### src/dsf_pkg.sv
`default_nettype none

package dsf_pkg;

   localparam int FIFO_DEPTH = 32;
   localparam int PTR_W      = $clog2(FIFO_DEPTH);
   localparam int CNT_W      = 6;
   localparam int SAMPLE_W   = 8;
   localparam int WORD_W     = 16;
   localparam int ROUTE_W    = 2;
   localparam int CSR_IDX_W  = 2;
   localparam int CSR_DATA_W = 2;
   localparam int NUM_FIFOS  = 2;

   localparam logic [CNT_W-1:0] WRITE_LIMIT = CNT_W'(FIFO_DEPTH - 1);
   localparam logic [CNT_W-1:0] DMA_LEVEL   = CNT_W'(FIFO_DEPTH / 2);

   typedef enum logic [1:0] {
      KIND_WRITE_A = 2'd0,
      KIND_WRITE_B = 2'd1,
      KIND_TIMER   = 2'd2,
      KIND_CLEAR   = 2'd3
   } dsf_kind_type;

   typedef enum logic [CSR_IDX_W-1:0] {
      CSR_A_ROUTING = 2'd0,
      CSR_A_TIMER   = 2'd1,
      CSR_B_ROUTING = 2'd2,
      CSR_B_TIMER   = 2'd3
   } dsf_csr_type;

   typedef struct packed {
      logic load_item;
      logic exec;
      logic write_hi;
      logic pop_capture;
      logic out_load;
   } dsf_cmd_type;

   typedef struct packed {
      dsf_kind_type kind;
      logic         write_ok;
      logic         out_free;
   } dsf_stat_type;

   function automatic logic [PTR_W-1:0] next_ptr(input logic [PTR_W-1:0] p);
      return (p == PTR_W'(FIFO_DEPTH - 1)) ? '0 : p + PTR_W'(1);
   endfunction

endpackage

`default_nettype wire

### src/dsf_ram.sv
`default_nettype none

module dsf_ram #(
   parameter int WIDTH = 8,
   parameter int DEPTH = 32
) (
   input  wire logic                     clock,
   input  wire logic                     wr_en,
   input  wire logic [$clog2(DEPTH)-1:0] wr_addr,
   input  wire logic [WIDTH-1:0]         wr_data,
   input  wire logic                     rd_en,
   input  wire logic [$clog2(DEPTH)-1:0] rd_addr,
   output logic      [WIDTH-1:0]         rd_data
);

   logic [WIDTH-1:0] store_ff [DEPTH];
   logic [WIDTH-1:0] rd_data_ff;

   always_ff @(posedge clock) begin
      if (wr_en) begin
         store_ff[wr_addr] <= wr_data;
      end
      if (rd_en) begin
         rd_data_ff <= store_ff[rd_addr];
      end
   end

   assign rd_data = rd_data_ff;

endmodule

`default_nettype wire

### src/dsf_ctrl.sv
`default_nettype none

module dsf_ctrl (
   input  wire logic                  clock,
   input  wire logic                  reset,
   input  wire logic                  req_valid,
   output logic                       req_stall,
   input  wire dsf_pkg::dsf_stat_type stat,
   output dsf_pkg::dsf_cmd_type       cmd
);

   import dsf_pkg::*;

   typedef enum logic [4:0] {
      ST_IDLE     = 5'b00001,
      ST_EXEC     = 5'b00010,
      ST_WRITE_HI = 5'b00100,
      ST_POP_DATA = 5'b01000,
      ST_DONE     = 5'b10000
   } state_type;

   state_type state_ff;
   state_type state_in;

   always_comb begin
      state_in = state_ff;
      cmd      = '0;
      unique case (state_ff)
         ST_IDLE: begin
            if (req_valid) begin
               cmd.load_item = 1'b1;
               state_in      = ST_EXEC;
            end
         end
         ST_EXEC: begin
            cmd.exec = 1'b1;
            if ((stat.kind == KIND_WRITE_A || stat.kind == KIND_WRITE_B) && stat.write_ok) begin
               state_in = ST_WRITE_HI;
            end else if (stat.kind == KIND_TIMER) begin
               state_in = ST_POP_DATA;
            end else begin
               state_in = ST_DONE;
            end
         end
         ST_WRITE_HI: begin
            cmd.write_hi = 1'b1;
            state_in     = ST_DONE;
         end
         ST_POP_DATA: begin
            cmd.pop_capture = 1'b1;
            state_in        = ST_DONE;
         end
         ST_DONE: begin
            if (stat.out_free) begin
               cmd.out_load = 1'b1;
               state_in     = ST_IDLE;
            end
         end
         default: begin
            state_in = ST_IDLE;
         end
      endcase
   end

   always_ff @(posedge clock) begin
      if (reset) begin
         state_ff <= ST_IDLE;
      end else begin
         state_ff <= state_in;
      end
   end

   assign req_stall = (state_ff != ST_IDLE);

   a_accept_to_exec: assert property (@(posedge clock) disable iff (reset)
      (req_valid && !req_stall) |=> state_ff == ST_EXEC)
      else $error("accepted beat did not start execution");

   a_write_hi_after_exec: assert property (@(posedge clock) disable iff (reset)
      state_ff == ST_WRITE_HI |-> $past(state_ff == ST_EXEC))
      else $error("high byte write without preceding exec");

   a_pop_after_exec: assert property (@(posedge clock) disable iff (reset)
      state_ff == ST_POP_DATA |-> $past(state_ff == ST_EXEC && stat.kind == KIND_TIMER))
      else $error("pop capture without timer exec");

endmodule

`default_nettype wire

### src/dsf_datapath.sv
`default_nettype none

module dsf_datapath (
   input  wire logic                               clock,
   input  wire logic                               reset,
   input  wire logic [1:0]                         req_kind,
   input  wire logic [dsf_pkg::WORD_W-1:0]         req_word,
   input  wire logic                               req_timer_id,
   input  wire logic                               req_clear_a,
   input  wire logic                               req_clear_b,
   input  wire logic                               csr_write,
   input  wire logic [dsf_pkg::CSR_IDX_W-1:0]      csr_index,
   input  wire logic [dsf_pkg::CSR_DATA_W-1:0]     csr_data,
   input  wire dsf_pkg::dsf_cmd_type               cmd,
   output dsf_pkg::dsf_stat_type                   stat,
   output logic                                    rsp_valid,
   input  wire logic                               rsp_stall,
   output logic signed [dsf_pkg::SAMPLE_W-1:0]     rsp_sample_a,
   output logic signed [dsf_pkg::SAMPLE_W-1:0]     rsp_sample_b,
   output logic                                    rsp_dma_request_a,
   output logic                                    rsp_dma_request_b,
   output logic [dsf_pkg::CNT_W-1:0]               rsp_level_a,
   output logic [dsf_pkg::CNT_W-1:0]               rsp_level_b
);

   import dsf_pkg::*;

   // item registers
   dsf_kind_type        kind_ff;
   logic [WORD_W-1:0]   word_ff;
   logic                timer_ff;
   logic                clr_ff [NUM_FIFOS];

   // configuration
   logic [ROUTE_W-1:0]  routing_ff [NUM_FIFOS];
   logic                timer_sel_ff [NUM_FIFOS];

   // per-FIFO state
   logic [PTR_W-1:0]    rd_ff [NUM_FIFOS];
   logic [PTR_W-1:0]    wr_ff [NUM_FIFOS];
   logic [CNT_W-1:0]    cnt_ff [NUM_FIFOS];
   logic [SAMPLE_W-1:0] held_ff [NUM_FIFOS];
   logic                popped_ff [NUM_FIFOS];
   logic                dma_ff [NUM_FIFOS];
   logic [SAMPLE_W-1:0] rdata [NUM_FIFOS];
   logic                write_ok [NUM_FIFOS];

   // result register
   logic                rsp_valid_ff;
   logic [SAMPLE_W-1:0] out_sample_ff [NUM_FIFOS];
   logic                out_dma_ff [NUM_FIFOS];
   logic [CNT_W-1:0]    out_level_ff [NUM_FIFOS];

   always_ff @(posedge clock) begin
      if (cmd.load_item) begin
         kind_ff    <= dsf_kind_type'(req_kind);
         word_ff    <= req_word;
         timer_ff   <= req_timer_id;
         clr_ff[0]  <= req_clear_a;
         clr_ff[1]  <= req_clear_b;
      end
   end

   always_ff @(posedge clock) begin
      if (reset) begin
         routing_ff[0]   <= '0;
         routing_ff[1]   <= '0;
         timer_sel_ff[0] <= 1'b0;
         timer_sel_ff[1] <= 1'b0;
      end else if (csr_write) begin
         unique case (dsf_csr_type'(csr_index))
            CSR_A_ROUTING: routing_ff[0]   <= csr_data;
            CSR_A_TIMER:   timer_sel_ff[0] <= csr_data[0];
            CSR_B_ROUTING: routing_ff[1]   <= csr_data;
            CSR_B_TIMER:   timer_sel_ff[1] <= csr_data[0];
            default: ;
         endcase
      end
   end

   for (genvar i = 0; i < NUM_FIFOS; i++) begin : g_fifo
      logic             write_sel;
      logic             pop_sel;
      logic             pop_go;
      logic             wr_en;
      logic [CNT_W-1:0] cnt_after_pop;

      assign write_sel     = (i == 0) ? (kind_ff == KIND_WRITE_A) : (kind_ff == KIND_WRITE_B);
      assign write_ok[i]   = (cnt_ff[i] < WRITE_LIMIT);
      assign pop_sel       = (kind_ff == KIND_TIMER) && (routing_ff[i] != '0)
                             && (timer_sel_ff[i] == timer_ff);
      assign pop_go        = cmd.exec && pop_sel && (cnt_ff[i] != '0);
      assign wr_en         = (cmd.exec || cmd.write_hi) && write_sel && write_ok[i];
      assign cnt_after_pop = (cnt_ff[i] == '0) ? '0 : cnt_ff[i] - CNT_W'(1);

      dsf_ram #(
         .WIDTH (SAMPLE_W),
         .DEPTH (FIFO_DEPTH)
      ) u_store (
         .clock   (clock),
         .wr_en   (wr_en),
         .wr_addr (wr_ff[i]),
         .wr_data (cmd.exec ? word_ff[SAMPLE_W-1:0] : word_ff[WORD_W-1:SAMPLE_W]),
         .rd_en   (pop_go),
         .rd_addr (rd_ff[i]),
         .rd_data (rdata[i])
      );

      always_ff @(posedge clock) begin
         if (reset) begin
            rd_ff[i]     <= '0;
            wr_ff[i]     <= '0;
            cnt_ff[i]    <= '0;
            held_ff[i]   <= '0;
            popped_ff[i] <= 1'b0;
            dma_ff[i]    <= 1'b0;
         end else begin
            if (cmd.load_item) begin
               dma_ff[i]    <= 1'b0;
               popped_ff[i] <= 1'b0;
            end
            if (cmd.exec) begin
               popped_ff[i] <= pop_go;
               dma_ff[i]    <= pop_sel && (cnt_after_pop <= DMA_LEVEL);
               if (kind_ff == KIND_CLEAR && clr_ff[i]) begin
                  rd_ff[i]  <= '0;
                  wr_ff[i]  <= '0;
                  cnt_ff[i] <= '0;
               end
            end
            if (wr_en) begin
               wr_ff[i] <= next_ptr(wr_ff[i]);
            end
            if (cmd.write_hi && wr_en) begin
               cnt_ff[i] <= cnt_ff[i] + CNT_W'(2);
            end
            if (pop_go) begin
               rd_ff[i]  <= next_ptr(rd_ff[i]);
               cnt_ff[i] <= cnt_after_pop;
            end
            if (cmd.pop_capture && popped_ff[i]) begin
               held_ff[i] <= rdata[i];
            end
         end
      end

      always_ff @(posedge clock) begin
         if (cmd.out_load) begin
            out_sample_ff[i] <= held_ff[i];
            out_dma_ff[i]    <= dma_ff[i];
            out_level_ff[i]  <= cnt_ff[i];
         end
      end
   end

   always_ff @(posedge clock) begin
      if (reset) begin
         rsp_valid_ff <= 1'b0;
      end else if (cmd.out_load) begin
         rsp_valid_ff <= 1'b1;
      end else if (!rsp_stall) begin
         rsp_valid_ff <= 1'b0;
      end
   end

   always_comb begin
      stat.kind     = kind_ff;
      stat.out_free = !rsp_valid_ff || !rsp_stall;
      case (kind_ff)
         KIND_WRITE_A: stat.write_ok = write_ok[0];
         KIND_WRITE_B: stat.write_ok = write_ok[1];
         default:      stat.write_ok = 1'b0;
      endcase
   end

   assign rsp_valid         = rsp_valid_ff;
   assign rsp_sample_a      = signed'(out_sample_ff[0]);
   assign rsp_sample_b      = signed'(out_sample_ff[1]);
   assign rsp_dma_request_a = out_dma_ff[0];
   assign rsp_dma_request_b = out_dma_ff[1];
   assign rsp_level_a       = out_level_ff[0];
   assign rsp_level_b       = out_level_ff[1];

   a_level_a_bound: assert property (@(posedge clock) disable iff (reset)
      cnt_ff[0] <= CNT_W'(FIFO_DEPTH))
      else $error("FIFO A level beyond depth");

   a_level_b_bound: assert property (@(posedge clock) disable iff (reset)
      cnt_ff[1] <= CNT_W'(FIFO_DEPTH))
      else $error("FIFO B level beyond depth");

   a_dma_only_on_timer: assert property (@(posedge clock) disable iff (reset)
      (dma_ff[0] || dma_ff[1]) |-> kind_ff == KIND_TIMER)
      else $error("DMA request raised for a non-timer beat");

endmodule

`default_nettype wire

### src/direct_sound_fifo_pair.sv
// Direct-sound FIFO pair: two 32-byte sample FIFOs, A and B.
// Request channel (req_valid/req_stall): one beat per bus event. A write beat
// (kind 0 or 1) pushes req_word low byte then high byte unless the FIFO holds
// 31 or more bytes. A timer beat (kind 2) pops one byte into the held sample
// of each routed FIFO bound to req_timer_id. A clear beat (kind 3) empties the
// FIFOs selected by req_clear_a / req_clear_b.
// Response channel (rsp_valid/rsp_stall): exactly one beat per request beat,
// carrying both held samples, the DMA requests and both levels.
// Config channel (csr_valid/csr_ready, always ready): index 0 A routing,
// 1 A timer, 2 B routing, 3 B timer; write only while the block is idle.
// An accepted beat steps through exec, a high-byte write (stored word) or pop
// capture (timer), then done, which loads the response register. A new
// request is taken only in idle: the sequencer needs two single-port byte
// writes for a word, or a registered store read for a pop. The response
// register lets the next request be accepted while a response waits; a
// stalled response holds the sequencer in its final step. Reset empties both
// FIFOs, zeroes the held samples and routing; store contents stay undefined.
`default_nettype none

module direct_sound_fifo_pair (
   input  wire logic                               clock,
   input  wire logic                               reset,
   input  wire logic                               req_valid,
   output logic                                    req_stall,
   input  wire logic [1:0]                         req_kind,
   input  wire logic [dsf_pkg::WORD_W-1:0]         req_word,
   input  wire logic                               req_timer_id,
   input  wire logic                               req_clear_a,
   input  wire logic                               req_clear_b,
   output logic                                    rsp_valid,
   input  wire logic                               rsp_stall,
   output logic signed [dsf_pkg::SAMPLE_W-1:0]     rsp_sample_a,
   output logic signed [dsf_pkg::SAMPLE_W-1:0]     rsp_sample_b,
   output logic                                    rsp_dma_request_a,
   output logic                                    rsp_dma_request_b,
   output logic [dsf_pkg::CNT_W-1:0]               rsp_level_a,
   output logic [dsf_pkg::CNT_W-1:0]               rsp_level_b,
   input  wire logic                               csr_valid,
   output logic                                    csr_ready,
   input  wire logic [dsf_pkg::CSR_IDX_W-1:0]      csr_index,
   input  wire logic [dsf_pkg::CSR_DATA_W-1:0]     csr_data
);

   import dsf_pkg::*;

   dsf_cmd_type  cmd;
   dsf_stat_type stat;

   assign csr_ready = 1'b1;

   dsf_ctrl u_ctrl (
      .clock     (clock),
      .reset     (reset),
      .req_valid (req_valid),
      .req_stall (req_stall),
      .stat      (stat),
      .cmd       (cmd)
   );

   dsf_datapath u_datapath (
      .clock             (clock),
      .reset             (reset),
      .req_kind          (req_kind),
      .req_word          (req_word),
      .req_timer_id      (req_timer_id),
      .req_clear_a       (req_clear_a),
      .req_clear_b       (req_clear_b),
      .csr_write         (csr_valid && csr_ready),
      .csr_index         (csr_index),
      .csr_data          (csr_data),
      .cmd               (cmd),
      .stat              (stat),
      .rsp_valid         (rsp_valid),
      .rsp_stall         (rsp_stall),
      .rsp_sample_a      (rsp_sample_a),
      .rsp_sample_b      (rsp_sample_b),
      .rsp_dma_request_a (rsp_dma_request_a),
      .rsp_dma_request_b (rsp_dma_request_b),
      .rsp_level_a       (rsp_level_a),
      .rsp_level_b       (rsp_level_b)
   );

endmodule

`default_nettype wire

### config.mk
export PLATFORM = sky130hd
export DESIGN_NAME = direct_sound_fifo_pair
export DESIGN_NICKNAME = d
export VERILOG_FILES = /design/src/dsf_pkg.sv /design/src/dsf_ram.sv /design/src/dsf_ctrl.sv /design/src/dsf_datapath.sv /design/src/direct_sound_fifo_pair.sv
export SDC_FILE = /design/constraint.sdc
export NUM_CORES = 1
export LEC_CHECK = 0
export ABC_AREA = 1
export BUFFER_PORTS_ARGS = -buffer_cell sky130_fd_sc_hd__buf_2
export CAP_MARGIN = 10
export CORE_ASPECT_RATIO = 0.6
export CORE_MARGIN = 4
export CORE_UTILIZATION = 30
export DETAILED_ROUTE_END_ITERATION = 7
export PLACE_DENSITY = 0.51
export SYNTH_ARGS = -nofsm -noshare
export SYNTH_HDL_FRONTEND = slang
export SYNTH_SLANG_ARGS = --single-unit
### constraint.sdc
create_clock -name clock -period 2.5 [get_ports clock]
set_input_delay 0.75 -clock clock [delete_from_list [all_inputs] [get_ports clock]]
set_output_delay 0.75 -clock clock [all_outputs]
set_load 0.01 [all_outputs]
==> out/results.ini, run 1 <==
[synthesis]
synth_top_area_cell = edfxtp_1
syn_nets = 2685
yosysSeqAreaShare_pct = 69.32
yosysWarnings = 0
yosys.area.top_type_share_pct = 68.88
synth.area.top_cells = edfxtp_1 (69%), nand2_1 (11%), nand3_1 (5.7%), inv_1 (4.7%), nor2_1 (2.9%)
netlist_instances = 2633
synth_area_um2 = 27770
ys_types = 34
avgSynthCellArea_um2 = 10.55
ys_ff_latch = 643

[die]
num_io_pins = 63
initial_utilization_pct = 30.25
rows = 86
fp.coreArea_um2 = 91790
dieArea_um2 = 97650
die_w_um = 400.8
die_h_um = 243.7

[grt]
grt_pass1_wl_mm = 117.2
grt_pass1_vias = 17340
grt_max_degree = 76
grt_usage_pct = 15.97
overflow = 0
antenna_found_initial = 0

[clock_network]
h-tree-depth = 2
clk_latency_ps = 670
cts-resized-gates = 0
cts_buffers = 61
clkSinkCount = 643
cts_tree = built
cts-root-buf = clkbuf_16
path_clk_slew_ps = 70
cts_setup_buffers = 0
hold_buffers = 0
cts_buffer_depth = 3

[layout]
n_antenna_cell = 0
area_delta_synth_final_pct = 18.43
num-nets-final = 2860
drive_gt1_share_pct = 13.09
layout_commonest_cell = nand2_1
fillers = 9133
fin_area_um2 = 32890
final_cell_mix = nand2_1 (827), edfxtp_1 (637), inv_1 (345), nand3_1 (319), nor2_1 (216)

[status]
status = completed

[route]
wirelength_mm = 79.82
ant_nets = 0
viasPerCell = 4.597
wl_per_cell_um = 19.52
drt_iter0_markers = 2002
drc = 0
dr_total_vias = 18800
drt-pass1-iter-count = 6

[sta]
rsz0062_at_grt = false
hold_ws_ps = 258.1
slew_viol_final = 0
fin_skew_ps = 28.96
tns_ps = 0
finalCritPeriodShare_pct = 95.64
tightest_slew_ps = 650.5
fmax_mhz = 418.2
hold_viol = 0
slew_headroom_pct = 56.48
min_period_ps = 2391
finalSetupViolCount = 0

[power]
p_leak_nw = 13.43
power.total_mw = 23.95
vdd_drop_max_v = 0.0005625
powerDensity_nw_per_um2 = 728.4

[critical_path]
cp_data_arrival_time_ps = 1640
end_kind = output pin
critPathMaxFanout = 3
required_ps = 1750
critPathLaunchType = flip-flop
path_class = reg2out

[placement]
portBuffers = 61
gp_congestion = 0.8468
hpwl_mm = 53.78
place_area_um2 = 30800

[min_path]
hp-class = in2reg

[run]
cap_violations = 0

[cell type report]
class	instances	area, um^2	area share, %
Sequential cell	643	19250	58.53
Inverter	355	1334	4.056
Clock buffer	71	1564	4.756
Multi-Input combinational cell	1528	6735	20.48
Tap cell	1232	1541	4.687
Clock inverter	42	523.0	1.590
Timing Repair Buffer	219	1942	5.904
[state kept, by name (all words and copies together) (netlist names)]
signal,count
u_datapath.cnt_ff,12
u_datapath.routing_ff,4
u_datapath.dma_ff,2
u_datapath.word_ff,16
u_datapath.clr_ff,2
u_datapath.g_fifo.u_store.rd_data,16
u_datapath.out_dma_ff,2
u_datapath.rsp_valid,1
u_datapath.out_level_ff,12
u_datapath.held_ff,16
u_datapath.out_sample_ff,16
u_datapath.rd_ff,10
u_datapath.g_fifo.u_store.store_ff,512
u_datapath.kind_ff,2
u_ctrl.state_ff,5
u_datapath.timer_ff,1
u_datapath.wr_ff,10
u_datapath.timer_sel_ff,2
u_datapath.popped_ff,2
[path summary, 6_finish.rpt]
check	slack, ps	startpoint	end	cells past startpoint
max	110	u_ctrl.state_ff[0]$_SDFFE_PP1P_	req_stall	4
max reg2reg	220	u_datapath.cnt_ff[1][0]$_SDFFCE_PN0P_	u_datapath.g_fifo[1].u_store.store_ff[11][5]$_DFFE_PP_	9
min reg2reg	420	u_datapath.held_ff[0][3]$_SDFFCE_PN0P_	u_datapath.out_sample_ff[0][3]$_DFFE_PP_	0
min	260	req_word[6]	u_datapath.word_ff[6]$_DFFE_PP_	1
[per-stage QoR]
step	worst slack (ps)	utilization, %	cells
after floorplan	147.4	-	2633
after global placement	284.0	33.56	3977
after detailed placement	279.8	33.56	3977
after CTS	54.65	35.83	4090
after global routing	17.16	35.83	4090
final	108.9	35.83	4090
[where the power goes]
group / switching, mW / internal, mW / leakage (nW)
sequential: 0.0672 / 12.2 / 5.86
combinational: 1.33 / 0.512 / 6.55
clock: 4.23 / 5.62 / 1.02
total: 5.63 / 18.3 / 13.4
[critical path, stage by stage, from the launching register on]
cell     delay (ps)
dfxtp_1         350
inv_1            90
nor2_1          120
nand3_1         200
buf_2           220
[synthesized netlist by cell type]
library cell	number
inv_2	7
o31ai_1	2
buf_1	15
a21oi_1	21
o21a_1	1
xor2_1	14
nor2_1	217
nor2_2	4
clkinv_1	1
nor3_1	7
a31oi_1	2
clkbuf_1	32
conb_1	1
inv_1	347
nand3_4	1
edfxtp_1	637
dfxtp_1	6
nand2_2	11
xnor2_1	3
ha_1	22
nand4_1	4
nand4_4	1
nor3_2	2
nand3_1	319
nand4_2	1
buf_4	4
nor4_1	1
or2_2	25
nand2_1	835
buf_2	56
nand3b_1	2
o21ai_0	28
nor2_4	3
nand2_4	1
[layer usage]
metal	up-vias	GRT usage (%)	wire length [um]
met1	9004	26.71	41310
li1	8941	-	-
met5	-	0	0
met4	0	3.223	1180
met2	769	19.91	29350
met3	87	4.158	7975
[cell families after synthesis]
family | synth area share, %
AOI/OAI and AO/OA | 1.009
other | 0.01350
buffers and inverters | 6.551
DFF | 69.32
and+or+nand+nor | 21.58
adders and majority gates | 0.9912
xor gates and xnor gates | 0.5362
No activity file was read; power rests on OpenSTA's default activity.
==> inputs of run 2 (changes only) <==
Settings changed: CAP_MARGIN 10 to 25, CORE_UTILIZATION 30 to 25, PLACE_DENSITY 0.51 to 0.45, SKIP_CTS_REPAIR_TIMING set to 1.
==> out/results.ini, run 2 (synthesized netlist as in run 1, its figures left out) <==
[sta]
fin_skew_ps = 57.58  ; was 28.96 ps
fmax_mhz = 421.2  ; was 418.2 MHz
hold_viol = 0  ; unchanged
tns_ps = 0  ; unchanged
slew_headroom_pct = 56.84  ; was 56.48%
rsz0062_at_grt = false  ; unchanged
finalSetupViolCount = 0  ; unchanged
tightest_slew_ps = 643.3  ; was 650.5 ps
min_period_ps = 2374  ; was 2391 ps
slew_viol_final = 0  ; unchanged
finalCritPeriodShare_pct = 94.96  ; was 95.64%

[placement]
gp_congestion = 0.8291  ; was 0.8468
portBuffers = 61  ; unchanged
hpwl_mm = 54.72  ; was 53.78 mm

[clock_network]
cts_tree = built  ; unchanged
clk_latency_ps = 670  ; about the same
path_clk_slew_ps = 60  ; was 70 ps
clkSinkCount = 643  ; unchanged
cts_buffer_depth = 3  ; unchanged
cts_buffers = 60  ; was 61
h-tree-depth = 2  ; unchanged
cts-root-buf = clkbuf_16  ; unchanged

[route]
drt_iter0_markers = 1567  ; was 2002
drt-pass1-iter-count = 5  ; was 6
drc = 0  ; unchanged
dr_total_vias = 18480  ; was 18800
wirelength_mm = 80.67  ; was 79.82 mm
ant_nets = 0  ; unchanged
wl_per_cell_um = 18.60  ; was 19.52 um
viasPerCell = 4.259  ; was 4.597

[layout]
largest_register_ffs = 512  ; unchanged
drive_gt1_share_pct = 12.90  ; was 13.09%
num-nets-final = 2851  ; was 2860
final_core_util_pct = 29.97  ; was 35.83%
fillers = 11390  ; was 9133
area_delta_synth_final_pct = 18.68  ; was 18.43%
layout_commonest_cell = nand2_1  ; unchanged
final_cell_mix = nand2_1 (827), edfxtp_1 (637), inv_1 (345), nand3_1 (319), nor2_1 (216)  ; unchanged
top_register = u_datapath.g_fifo.u_store.store_ff  ; unchanged
multi_input_area_um2 = 6770  ; was 6735 um^2
register_area_um2 = 19250  ; unchanged

[grt]
grt_pass1_wl_mm = 118.8  ; was 117.2 mm
grt_pass1_vias = 17500  ; was 17340
antenna_found_initial = 1  ; was 0
grt_max_degree = 75  ; was 76
grt_usage_pct = 13.62  ; was 15.97%
overflow = 0  ; unchanged

[die]
initial_utilization_pct = 25.25  ; was 30.25%
num_io_pins = 63  ; unchanged
die_h_um = 266.2  ; was 243.7 um
fp.coreArea_um2 = 110000  ; was 91790 um^2
die_w_um = 438.3  ; was 400.8 um
dieArea_um2 = 116600  ; was 97650 um^2
rows = 94  ; was 86

[power]
vdd_drop_max_v = 0.0005146  ; was 0.0005625 V
power.total_mw = 23.50  ; was 23.95 mW
p_switching_mw = 5.609  ; was 5.630 mW
intPower_mw = 17.89  ; was 18.32 mW
p_sw_share_pct = 23.86  ; was 23.50%
p_leak_nw = 13.28  ; was 13.43 nW
pwr-share-clk_pct = 40.4  ; was 41.1%
powerDensity_nw_per_um2 = 713.2  ; was 728.4 nW/um^2
seqPwrFrac_pct = 52.1  ; was 51.2%
comb_power_share_pct = 7.4  ; was 7.7%

[critical_path]
r2r_slack_ps = 190  ; was 220 ps
cp_data_arrival_time_ps = 1620  ; was 1640 ps
end_kind = output pin  ; unchanged
critPathMaxFanout = 3  ; unchanged
critPathLaunchType = flip-flop  ; unchanged
slowest_delay_ps = 340  ; was 350 ps
required_ps = 1750  ; about the same
crit_chain = inv_1, nor2_1, nand3_1, buf_2  ; unchanged
path_class = reg2out  ; unchanged
crit_slowest_cell = dfxtp_1  ; unchanged

[run]
cap_violations = 0  ; unchanged

[status]
status = completed  ; unchanged

[min_path]
hp-class = in2reg  ; unchanged

[run 2: cell count changes in the layout (fill, tap and decap cells not counted), moves of 4 or more]
| cell | delta |
|---|---|
| nand2_2 | -7 |
| clkinv_1 | -5 |
| diode_2 | +4 |
| clkinvlp_4 | +4 |
| buf_12 | -11 |
| nand2_4 | +7 |
[run 2: worst paths after layout]
| kind | start | to | cells after the start |
|---|---|---|---|
| worst max-delay path | u_ctrl.state_ff[0]$_SDFFE_PP1P_ | req_stall | 4 |
| worst max register to register | u_datapath.cnt_ff[0][1]$_DFFE_PP_ | u_datapath.g_fifo[0].u_store.store_ff[27][7]$_DFFE_PP_ | 9 |
| worst min-delay path | req_word[1] | u_datapath.word_ff[1]$_DFFE_PP_ | 1 |
| worst min register to register | u_datapath.held_ff[1][1]$_SDFFCE_PN0P_ | u_datapath.out_sample_ff[0][9]$_DFFE_PP_ | 0 |
[run 2: power groups by stage]
| stage | sequential (mW) | combinational [mW] | clock, mW |
|---|---|---|---|
| 3_3_place_gp | 12.5 | 1.77 | 0 |
| 6_report | 12.3 | 1.75 | 9.50 |
| 5_1_grt | 12.3 | 1.91 | 10.3 |
| 3_5_place_dp | 12.5 | 1.77 | 0 |
| 2_1_floorplan | 12.5 | 0.781 | 0 |
| 4_1_cts | 12.3 | 1.77 | 9.78 |
[run 2: layout make-up]
class | instances | share of cell area, %
flip-flops and latches | 643 | 58.41
repair buffers | 211 | 5.292
inverters | 355 | 4.047
multi-input cells | 1528 | 20.54
clock buffers | 70 | 4.670
diodes | 4 | 0.03037
well taps | 1488 | 5.649
clock inverters | 39 | 1.363
[run 2: per-layer routing]
metal | track usage [%] | vias to the layer above | part of all wire [%]
li1 | - | 8921 | -
met1 | 22.88 | 8934 | 54
met2 | 17.07 | 543 | 36
met3 | 3.218 | 79 | 7.6
met4 | 2.552 | 0 | 1.5
met5 | 0 | - | 0
[run 2: worst max-delay path, delay by kind of cell, from the launching register on]
kind	cells	cell delay, ps
flops	1	340
buf+inv	2	310
simple gates	2	320
[run 2: through the flow]
| step | area (um^2) | hold WS (ps) | setup WS [ps] | std cells |
|---|---|---|---|---|
| after global placement | 30960 | 406.4 | 252.9 | 4225 |
| final | 32960 | 251.6 | 126.0 | 4338 |
| after CTS | 32950 | 188.0 | 58.76 | 4334 |
| after global routing | 32950 | 200.0 | 16.09 | 4334 |
| after floorplan | 27770 | 400.3 | 147.4 | 2633 |
| after detailed placement | 30960 | 404.5 | 196.3 | 4225 |
